==> src/design/assert_macros.svh <==
// assert_macros.svh: assertion shorthands shared by the RTL
// Both sample on the rising edge of clk and are off while arst_n is low.
`ifndef ASSERT_MACROS_SVH
`define ASSERT_MACROS_SVH

// property must hold
`define ASSERT_DEF(label, prop) \
	label: assert property (@(posedge clk) disable iff (!arst_n) prop) \
		else $error("assertion failed");

// expression must never be true
`define ASSERT_NEVER(label, expr) \
	label: assert property (@(posedge clk) disable iff (!arst_n) !(expr)) \
		else $error("forbidden condition seen");

`endif

==> src/design/eucl_pkg.sv <==
`timescale 1ns / 1ps
// ----------------------------------------------------------------------------
// eucl_pkg: shared types and constants for the Euclidean distance block
// Widths of the sum and root, root step count, sequencer state type.
// ----------------------------------------------------------------------------
package eucl_pkg;

	// default coordinate width (signed Q8.8)
	localparam int COORD_BITS_DEF = 16;

	// sum of squares, unsigned Q22.16
	localparam int SUM_W = 38;
	localparam logic [SUM_W-1:0] SUM_MAX = {SUM_W{1'b1}};

	// floor root of the sum, unsigned Q11.8; one root bit per step
	localparam int ROOT_W = SUM_W / 2;
	localparam int ROOT_STEPS = ROOT_W;
	localparam int CNT_W = $clog2(ROOT_STEPS);
	localparam int REM_W = ROOT_W + 2;

	// largest magnitude whose square still fits the sum
	localparam int DIFF_SQ_LIMIT = (1 << ROOT_W) - 1;

	typedef enum logic [1:0] {
		ST_IDLE,
		ST_SQR,
		ST_ACC,
		ST_ROOT
	} dist_state_t;

endpackage

==> src/design/euclidean_distance_top.sv <==
`timescale 1ns / 1ps
// ----------------------------------------------------------------------------
// euclidean_distance_top: streaming L2 distance between two vectors
// Accumulates squared coordinate differences; on the last pair emits the
// saturating sum of squares and its floor square root.
// ----------------------------------------------------------------------------
//
//  channel | handshake          | payload
//  --------+--------------------+-----------------------------------------
//  in      | in_valid/in_stall  | coord_a, coord_b, last_pair
//  out     | out_valid/out_stall| squared_sum, dist_res
//
//  A pair that is not last passes accept and difference, square and
//  accumulate. A last pair then runs the root loop of ROOT_STEPS steps, one root bit
//  per cycle through a shared compare/subtract unit; only its final step can stall.
//  in_stall is high whenever the sequencer is busy.
//  Reset clears the sequencer, the running sum and the output valid.
//  A waiting result does not block new pairs; only the final root step
//  waits while the output register still holds an untaken transaction.
//
`include "assert_macros.svh"

module euclidean_distance_top #(
	parameter int COORD_BITS = eucl_pkg::COORD_BITS_DEF
) (
	input  logic                          clk,
	input  logic                          arst_n,
	input  logic                          in_valid,
	output logic                          in_stall,
	input  logic signed [COORD_BITS-1:0]  coord_a,
	input  logic signed [COORD_BITS-1:0]  coord_b,
	input  logic                          last_pair,
	output logic                          out_valid,
	input  logic                          out_stall,
	output logic [eucl_pkg::SUM_W-1:0]    squared_sum,
	output logic [eucl_pkg::ROOT_W-1:0]   dist_res
);

	// difference needs one extra bit; compare width covers the square limit
	localparam int MAG_W = COORD_BITS + 1;
	localparam int CMP_W = (MAG_W > eucl_pkg::ROOT_W) ? MAG_W : eucl_pkg::ROOT_W;

	eucl_pkg::dist_state_t state_q, state_nxt;

	// stage 1: magnitude of the difference
	logic [MAG_W-1:0]               diff;
	logic [MAG_W-1:0]               mag;
	logic [CMP_W-1:0]               mag_q;
	logic                           last_q;

	// stage 2: saturated square
	logic [eucl_pkg::ROOT_W-1:0]    sq_op;
	logic [eucl_pkg::SUM_W-1:0]     sq_prod;
	logic [eucl_pkg::SUM_W-1:0]     sq_q;

	// stage 3: running sum
	logic [eucl_pkg::SUM_W-1:0]     sum_q;
	logic [eucl_pkg::SUM_W:0]       sum_add;
	logic [eucl_pkg::SUM_W-1:0]     sum_new;

	// root unit
	logic [eucl_pkg::SUM_W-1:0]     sumcap_q;
	logic [eucl_pkg::SUM_W-1:0]     rad_q;
	logic [eucl_pkg::REM_W-1:0]     rem_q;
	logic [eucl_pkg::ROOT_W-1:0]    root_q;
	logic [eucl_pkg::CNT_W-1:0]     cnt_q;
	logic [eucl_pkg::REM_W+1:0]     rem_sh;
	logic [eucl_pkg::REM_W+1:0]     trial;
	logic                           ge;
	logic [eucl_pkg::REM_W-1:0]     rem_nxt;
	logic [eucl_pkg::ROOT_W-1:0]    root_nxt;
	logic                           step_last;

	// output register
	logic                           out_valid_q;
	logic [eucl_pkg::SUM_W-1:0]     squared_sum_q;
	logic [eucl_pkg::ROOT_W-1:0]    dist_res_q;
	logic                           out_free;

	// sequencer controls
	logic in_take;
	logic acc_en;
	logic root_start;
	logic root_step;
	logic root_done;

	// ---------------- datapath (combinational) ----------------
	assign diff = {coord_a[COORD_BITS-1], coord_a} - {coord_b[COORD_BITS-1], coord_b};
	assign mag  = diff[MAG_W-1] ? (~diff + MAG_W'(1)) : diff;

	// anything above the limit would overflow the sum: pin at max
	assign sq_op   = mag_q[eucl_pkg::ROOT_W-1:0];
	assign sq_prod = sq_op * sq_op;

	assign sum_add = {1'b0, sum_q} + {1'b0, sq_q};
	assign sum_new = sum_add[eucl_pkg::SUM_W] ? eucl_pkg::SUM_MAX
		: sum_add[eucl_pkg::SUM_W-1:0];

	// digit-by-digit root: bring down two radicand bits, try (root<<2)|1
	assign rem_sh   = {rem_q, rad_q[eucl_pkg::SUM_W-1 -: 2]};
	assign trial    = {2'b00, root_q, 2'b01};
	assign ge       = (rem_sh >= trial);
	assign rem_nxt  = ge ? eucl_pkg::REM_W'(rem_sh - trial) : eucl_pkg::REM_W'(rem_sh);
	assign root_nxt = {root_q[eucl_pkg::ROOT_W-2:0], ge};
	assign step_last = (cnt_q == eucl_pkg::CNT_W'(eucl_pkg::ROOT_STEPS - 1));

	assign out_free = !out_valid_q || !out_stall;

	// ---------------- sequencer: next state ----------------
	always_comb begin
		state_nxt = state_q;
		case (state_q)
			eucl_pkg::ST_IDLE: begin
				if (in_valid) state_nxt = eucl_pkg::ST_SQR;
			end
			eucl_pkg::ST_SQR: state_nxt = eucl_pkg::ST_ACC;
			eucl_pkg::ST_ACC: begin
				state_nxt = last_q ? eucl_pkg::ST_ROOT : eucl_pkg::ST_IDLE;
			end
			eucl_pkg::ST_ROOT: begin
				if (step_last && out_free) state_nxt = eucl_pkg::ST_IDLE;
			end
			default: state_nxt = eucl_pkg::ST_IDLE;
		endcase
	end

	// ---------------- sequencer: outputs ----------------
	always_comb begin
		in_stall   = 1'b1;
		in_take    = 1'b0;
		acc_en     = 1'b0;
		root_start = 1'b0;
		root_step  = 1'b0;
		root_done  = 1'b0;
		case (state_q)
			eucl_pkg::ST_IDLE: begin
				in_stall = 1'b0;
				in_take  = in_valid;
			end
			eucl_pkg::ST_SQR: ;
			eucl_pkg::ST_ACC: begin
				acc_en     = 1'b1;
				root_start = last_q;
			end
			eucl_pkg::ST_ROOT: begin
				// the final step writes the result, so it waits for a free slot
				root_step = !step_last || out_free;
				root_done = step_last && out_free;
			end
			default: ;
		endcase
	end

	// ---------------- registers ----------------
	always_ff @(posedge clk or negedge arst_n) begin
		if (!arst_n) begin
			state_q     <= eucl_pkg::ST_IDLE;
			sum_q       <= '0;
			cnt_q       <= '0;
			out_valid_q <= 1'b0;
		end else begin
			state_q <= state_nxt;
			if (acc_en) sum_q <= last_q ? '0 : sum_new;
			if (root_start) cnt_q <= '0;
			else if (root_step && !step_last) cnt_q <= cnt_q + eucl_pkg::CNT_W'(1);
			if (root_done) out_valid_q <= 1'b1;
			else if (!out_stall) out_valid_q <= 1'b0;
		end
	end

	always_ff @(posedge clk) begin
		if (in_take) begin
			mag_q  <= CMP_W'(mag);
			last_q <= last_pair;
		end
		if (state_q == eucl_pkg::ST_SQR) begin
			sq_q <= (mag_q > CMP_W'(eucl_pkg::DIFF_SQ_LIMIT)) ? eucl_pkg::SUM_MAX : sq_prod;
		end
		if (root_start) begin
			sumcap_q <= sum_new;
			rad_q    <= sum_new;
			rem_q    <= '0;
			root_q   <= '0;
		end else if (root_step) begin
			rad_q  <= {rad_q[eucl_pkg::SUM_W-3:0], 2'b00};
			rem_q  <= rem_nxt;
			root_q <= root_nxt;
		end
		if (root_done) begin
			squared_sum_q <= sumcap_q;
			dist_res_q    <= root_nxt;
		end
	end

	assign out_valid   = out_valid_q;
	assign squared_sum = squared_sum_q;
	assign dist_res    = dist_res_q;

	// ---------------- assertions ----------------
	// a new result only ever comes out of the root loop
	`ASSERT_DEF(a_result_from_root, $rose(out_valid) |-> $past(state_q) == eucl_pkg::ST_ROOT)
	// the sum is cleared once the last pair has been folded in
	`ASSERT_DEF(a_sum_cleared, $rose(out_valid) |-> sum_q == '0)
	// root is a floor: r*r <= s < (r+1)*(r+1)
	`ASSERT_DEF(a_root_low, out_valid |-> ({1'b0, dist_res} * {1'b0, dist_res}) <= {2'b00, squared_sum})
	`ASSERT_DEF(a_root_high, out_valid |-> ({1'b0, dist_res} + (eucl_pkg::ROOT_W+1)'(1)) * ({1'b0, dist_res} + (eucl_pkg::ROOT_W+1)'(1)) > {2'b00, squared_sum})

endmodule
==> config.mk <==
export PLATFORM = sky130hd
export DESIGN_NAME = euclidean_distance_top
export DESIGN_NICKNAME = d
export VERILOG_FILES = /design/src/design/eucl_pkg.sv /design/src/design/euclidean_distance_top.sv
export VERILOG_INCLUDE_DIRS = /design/src /design/src/design
export SDC_FILE = /design/constraint.sdc
export NUM_CORES = 1
export LEC_CHECK = 0
export CAP_MARGIN = 20
export CORE_UTILIZATION = 55
export DETAILED_ROUTE_END_ITERATION = 8
export DONT_BUFFER_PORTS = 1
export GPL_TIMING_DRIVEN = 0
export PLACE_DENSITY = 0.7
export SLEW_MARGIN = 0
export SYNTH_ARGS = -nofsm -noshare
export SYNTH_HDL_FRONTEND = slang
export SYNTH_SLANG_ARGS = --single-unit
==> constraint.sdc <==
create_clock -name clk -period 7 [get_ports clk]
set_input_delay 0 -clock clk [delete_from_list [all_inputs] [get_ports clk]]
set_output_delay 0 -clock clk [all_outputs]
set_load 0.005 [all_outputs]
Word level (Yosys, flattened, before mapping)
Index checks and enable logic that the tools add are counted.
- magnitude comparators: 2
- muxes and demuxes: 20
- $add $sub $neg: 5
- multiply operators: 1
- bitwise operators: 1
- equal/unequal tests: 7
- reductions and logical operators: 11
- operators by type and width (kind ; count):
    38-bit 2-to-1 mux ; 4
    38-bit by 38-bit adder with 39-bit output ; 1
    17-bit by 17-bit multiplier with 34-bit output ; 1
    23-bit by 21-bit >= comparator with 1-bit output ; 1
    21-bit 2-to-1 mux ; 1
    21-bit subtractor ; 1
    17-bit by 19-bit greater-than comparator with 1-bit output, second input constant ; 1
    17-bit by 1-bit adder with 17-bit output, second input constant ; 1
    17-bit inverter ; 1
    16-bit by 16-bit subtractor with 17-bit output ; 1
    16-bit 2-to-1 mux ; 1
    5-bit 2-to-1 mux ; 2
    1-bit 2-to-1 mux ; 8
    2-bit case mux with 4 select lines ; 1
    2-bit 2-to-1 mux ; 3
    5-bit by 1-bit adder with 5-bit output, second input constant ; 1
    5-bit == test, second input constant ; 1
    2-bit == test, second input constant ; 2
    2-bit inequality test, second input constant ; 2
    2-bit nonzero test ; 2
    1-bit zero test ; 3
    2-bit by 1-bit == test with 1-bit output, second input constant ; 1
    1-bit logical AND ; 2
    2-bit zero test ; 1
    other kinds (3) ; 4
- word-level logic and storage cells: 61
- flip-flop bits (word level): 275
- input bits: 37

Longest topological paths before layout
- depth in word-level cells: 7
- depth in mapped cells: 24
- mapped depth without buffers: 24

Least setup slack after synthesis
Ideal clock, no wire load.
- path kind: reg2reg
- start: register mag_q[5]
- end: register sq_q[33] (netlist bit), data pin
- setup time: 260 ps
- slack: 699 ps
- stages on the path, launching flop included: 24
- arrival: 6042 ps
- buffers on the path: 1
- cell sequence: edfxtp_1 > clkbuf_1 > nand2_1 > fa_1 > inv_1 > fa_1 > inv_1 > fa_1 > inv_1 > fa_1 > fa_1 > inv_1 > fa_1 > inv_1 > ha_1 > nor2_1 > a211oi_1 > a31oi_1 > a211oi_1 > a21oi_1 > o31ai_2 > a221oi_1 > o21bai_1 > xnor2_1
- word-level cells in the longest chain between the ends: 1
- elaborated cells between the ends (all ways): 2
- classes of those cells: mul: 1; order compare: 1
- RTL lines (element ; line ; source):
    from (decl) ; euclidean_distance_top.sv:48 ; logic [CMP_W-1:0] mag_q;
    from (signal assigned) ; euclidean_distance_top.sv:173 ; mag_q <= CMP_W'(mag);
    17-bit by 17-bit multiplier with 34-bit output ; euclidean_distance_top.sv:93 ; assign sq_prod = sq_op * sq_op;
    net sq_prod, one bit ; euclidean_distance_top.sv:53 ; logic [eucl_pkg::SUM_W-1:0] sq_prod;
    to (signal assigned) ; euclidean_distance_top.sv:177 ; sq_q <= (mag_q > CMP_W'(eucl_pkg::DIFF_SQ_LIMIT)) ? eucl_pkg::SUM_MAX : sq_prod;
    to (decl) ; euclidean_distance_top.sv:54 ; logic [eucl_pkg::SUM_W-1:0] sq_q;
The timed path passes the listed nets, and every way through them passes these cells.
A chain may end at the register's enable or synchronous reset.

Worst setup path after layout
- start: register mag_q[6]
- end: register sq_q[33] (netlist bit), data pin
The elaborated chain is that of the path after synthesis.

==> flow_summary.ini <==
[run_status]
outcome = complete, no violations

[worst_setup_path]
arrival_ns = 7.05
critical_path_required_ns = 7.31
worst_setup_path_end_kind = flop
cp-start-kind = flop
crit_fanout = 10
reg2regPathDepth = 23
crit_type = reg -> reg

[placed_design]
gp_congestion = 0.949
portBuffers = 0
post-dp-hpwl_um = 38200
placed_cell_area_um2 = 22500

[routing]
vias = 15600
avgRoutedWirePerCell_um = 17.5
viasPerCell = 5.63
drtPass1Iterations = 5
drc_errors = 0
antenna_left = 0
drt_wl_total_um = 48500
drt_iter0_markers = 923

[clocking]
cts-root-buf = clkbuf_16
numCtsBuffers = 29
clk_path_buf_depth = 3
clk_latency_ns = 0.56
htree_levels = 1
cts_tree = built
path_clk_slew_ns = 0.06
clock_sinks = 270

[floorplan]
ioPinCount = 96
start_util = 0.559
die_h_um = 201
core_area_um2 = 38800
die_x_um = 201
dieArea_um2 = 40300
rows = 72

[yosys]
synth-async-reset-ratio = 0.170
post_synth.cell_area_avg_um2 = 9.99
synthDistinctLibCells = 83
yosys_warnings = 0
synth_edf_count = 184
synthesis.area_um2 = 21700
syn_nets = 2583
ys_seq_elements = 270
syn-instance-count = 2173
yosysSeqAreaShare = 0.344
ys.flop_type = edfxtp_1

[layout]
fillers = 3194
layout_common_cells = inv_1 (335), nand2_1 (214), fa_1 (193)
final_common_cell = inv_1
post-route-util = 0.611
drive_gt1_frac = 0.0627
stdcell_area_um2 = 23700
antennaDiodeCount = 0
area_growth_syn_to_layout_pct = 9.24
num-nets-final = 2639

[worst_hold_path]
hold_depth = 4
hp-class = in -> reg

[timing]
max_freq_mhz = 148
relSlewSlack = 0.401
setup-violations-final = 0
period_needed_ns = 6.74
hold_slack_ns = 0.0227
finalCritPeriodShare = 0.963
finalSetupTns_ns = 0
fin_skew_ns = 0.0236
worst_slew_pin_slew_ns = 0.894
hold_violations = 0
final-max-slew-violation-count = 0
rsz0062_at_grt = false

[global_routing]
grt_max_degree = 43
globalRouteOverflowTotal = 0
grt.total_usage = 0.246
use_met3 = 0.0297
grt_pass1_vias = 16200
grt_pass1_wl_um = 80500
antenna_found_initial = 0
use_met1 = 0.316
use_met2 = 0.432
grt_busiest_layer = met2

[flow_run]
cap_viol_max_count = 0
## critical path, cell delays in order, from the launching register on
cell,delay [ns]
edfxtp_1,0.61
clkbuf_2,0.35
nand2_1,0.12
fa_1,0.57
inv_1,0.07
fa_1,0.51
inv_1,0.05
fa_1,0.47
inv_1,0.05
fa_1,0.50
fa_1,0.54
inv_1,0.05
fa_1,0.52
inv_1,0.04
ha_1,0.32
nor2_1,0.08
a211oi_2,0.32
a31oi_1,0.17
a211oi_2,0.31
a21oi_2,0.14
o31ai_4,0.30
a221oi_1,0.12
o21bai_1,0.16
xnor2_1,0.09
## final timing paths
check                                   from               to  slack (ns)
worst min register to register  sumcap_q[29]  squared_sum[29]        0.41
worst max-delay path                mag_q[6]         sq_q[33]        0.26
worst max register to register      mag_q[6]         sq_q[33]        0.26
worst min-delay path              coord_a[0]         mag_q[1]        0.02
max in group asynchronous             arst_n        sum_q[22]        6.09
min in group asynchronous             arst_n        sum_q[18]        0.51
## final cells by class
cell class	instances	area, um2	area share
multi-input combinational	1493	12700	0.536
sequential	270	7480	0.315
clock buffer	31	733	0.0309
buffer	72	337	0.0142
clock inverter	20	229	0.00965
timing repair buffer	26	305	0.0129
tap	518	648	0.0273
inverter	337	1260	0.0533
## stage by stage
| stage | std cells | worst slack [ns] |
|---|---|---|
| 6_report | 2767 | 0.256 |
| 3_5_place_dp | 2695 | -0.384 |
| 3_3_place_gp | 2691 | -0.281 |
| 5_1_grt | 2767 | 0.000917 |
| 4_1_cts | 2760 | 0.0248 |
| 2_1_floorplan | 2173 | 0.699 |
## per-layer routing
layer | routed length, um | part of all wire | vias up
met3 | 1970 | 0.041 | 102
met5 | 0 | 0 | -
met4 | 1640 | 0.034 | 0
met2 | 23900 | 0.49 | 394
li1 | - | - | 7426
met1 | 21000 | 0.43 | 7643
## kinds of logic after synthesis
| group | after synthesis | share of synthesized area |
|---|---|---|
| XOR/XNOR | 112 | 0.0452 |
| buffers and inverters | 410 | 0.0723 |
| multiplexers | 12 | 0.00599 |
| adder cells (fa/ha/maj) | 373 | 0.282 |
| AO/OA/AOI/OAI | 426 | 0.127 |
| AND/OR/NAND/NOR | 570 | 0.124 |
| flip-flops | 270 | 0.344 |
## registers in the layout, indices dropped and copies added (netlist names)
register and cells:
cnt_q 5, sum_q 38, sumcap_q 38, state_q 2, dist_res 19, sq_q 33, squared_sum 38, last_q 1
rem_q 21, rad_q 38, out_valid 1, root_q 19, mag_q 17
## cell usage after synthesis (all sizes together), types with 8 or more instances
cell    number  area share
xor2        37       0.015
and3        13      0.0040
a21o        37       0.013
nand2b      18      0.0052
ha         180        0.10
nand3       55       0.013
a21oi      106       0.025
nand4       15      0.0043
inv        337       0.058
fa         193        0.18
and2        62       0.018
o21ai      140       0.032
o21a        11      0.0038
xnor2       75       0.030
a211oi       9      0.0031
a22o        13      0.0052
o31ai       11      0.0055
nor2       122       0.021
dfrtp       46       0.053
clkbuf      61       0.011
dfxtp       40       0.037
mux2         8      0.0041
a31oi       32       0.010
nand2      215       0.037
buf         12      0.0035
nor3        27      0.0067
o21bai      11      0.0038
nor2b       14      0.0040
edfxtp     184        0.25
## what timing repair did
action	4_1_cts	5_1_grt
endpoints found under the hold margin	77	0
buffers inserted	2	8
setup endpoints to repair	3	5
pin swaps	0	4
resized for setup	18	20
hold buffers	12	0
Power is not shown: default switching activity piles up to over one toggle a cycle in this logic, so the estimate is an artifact.
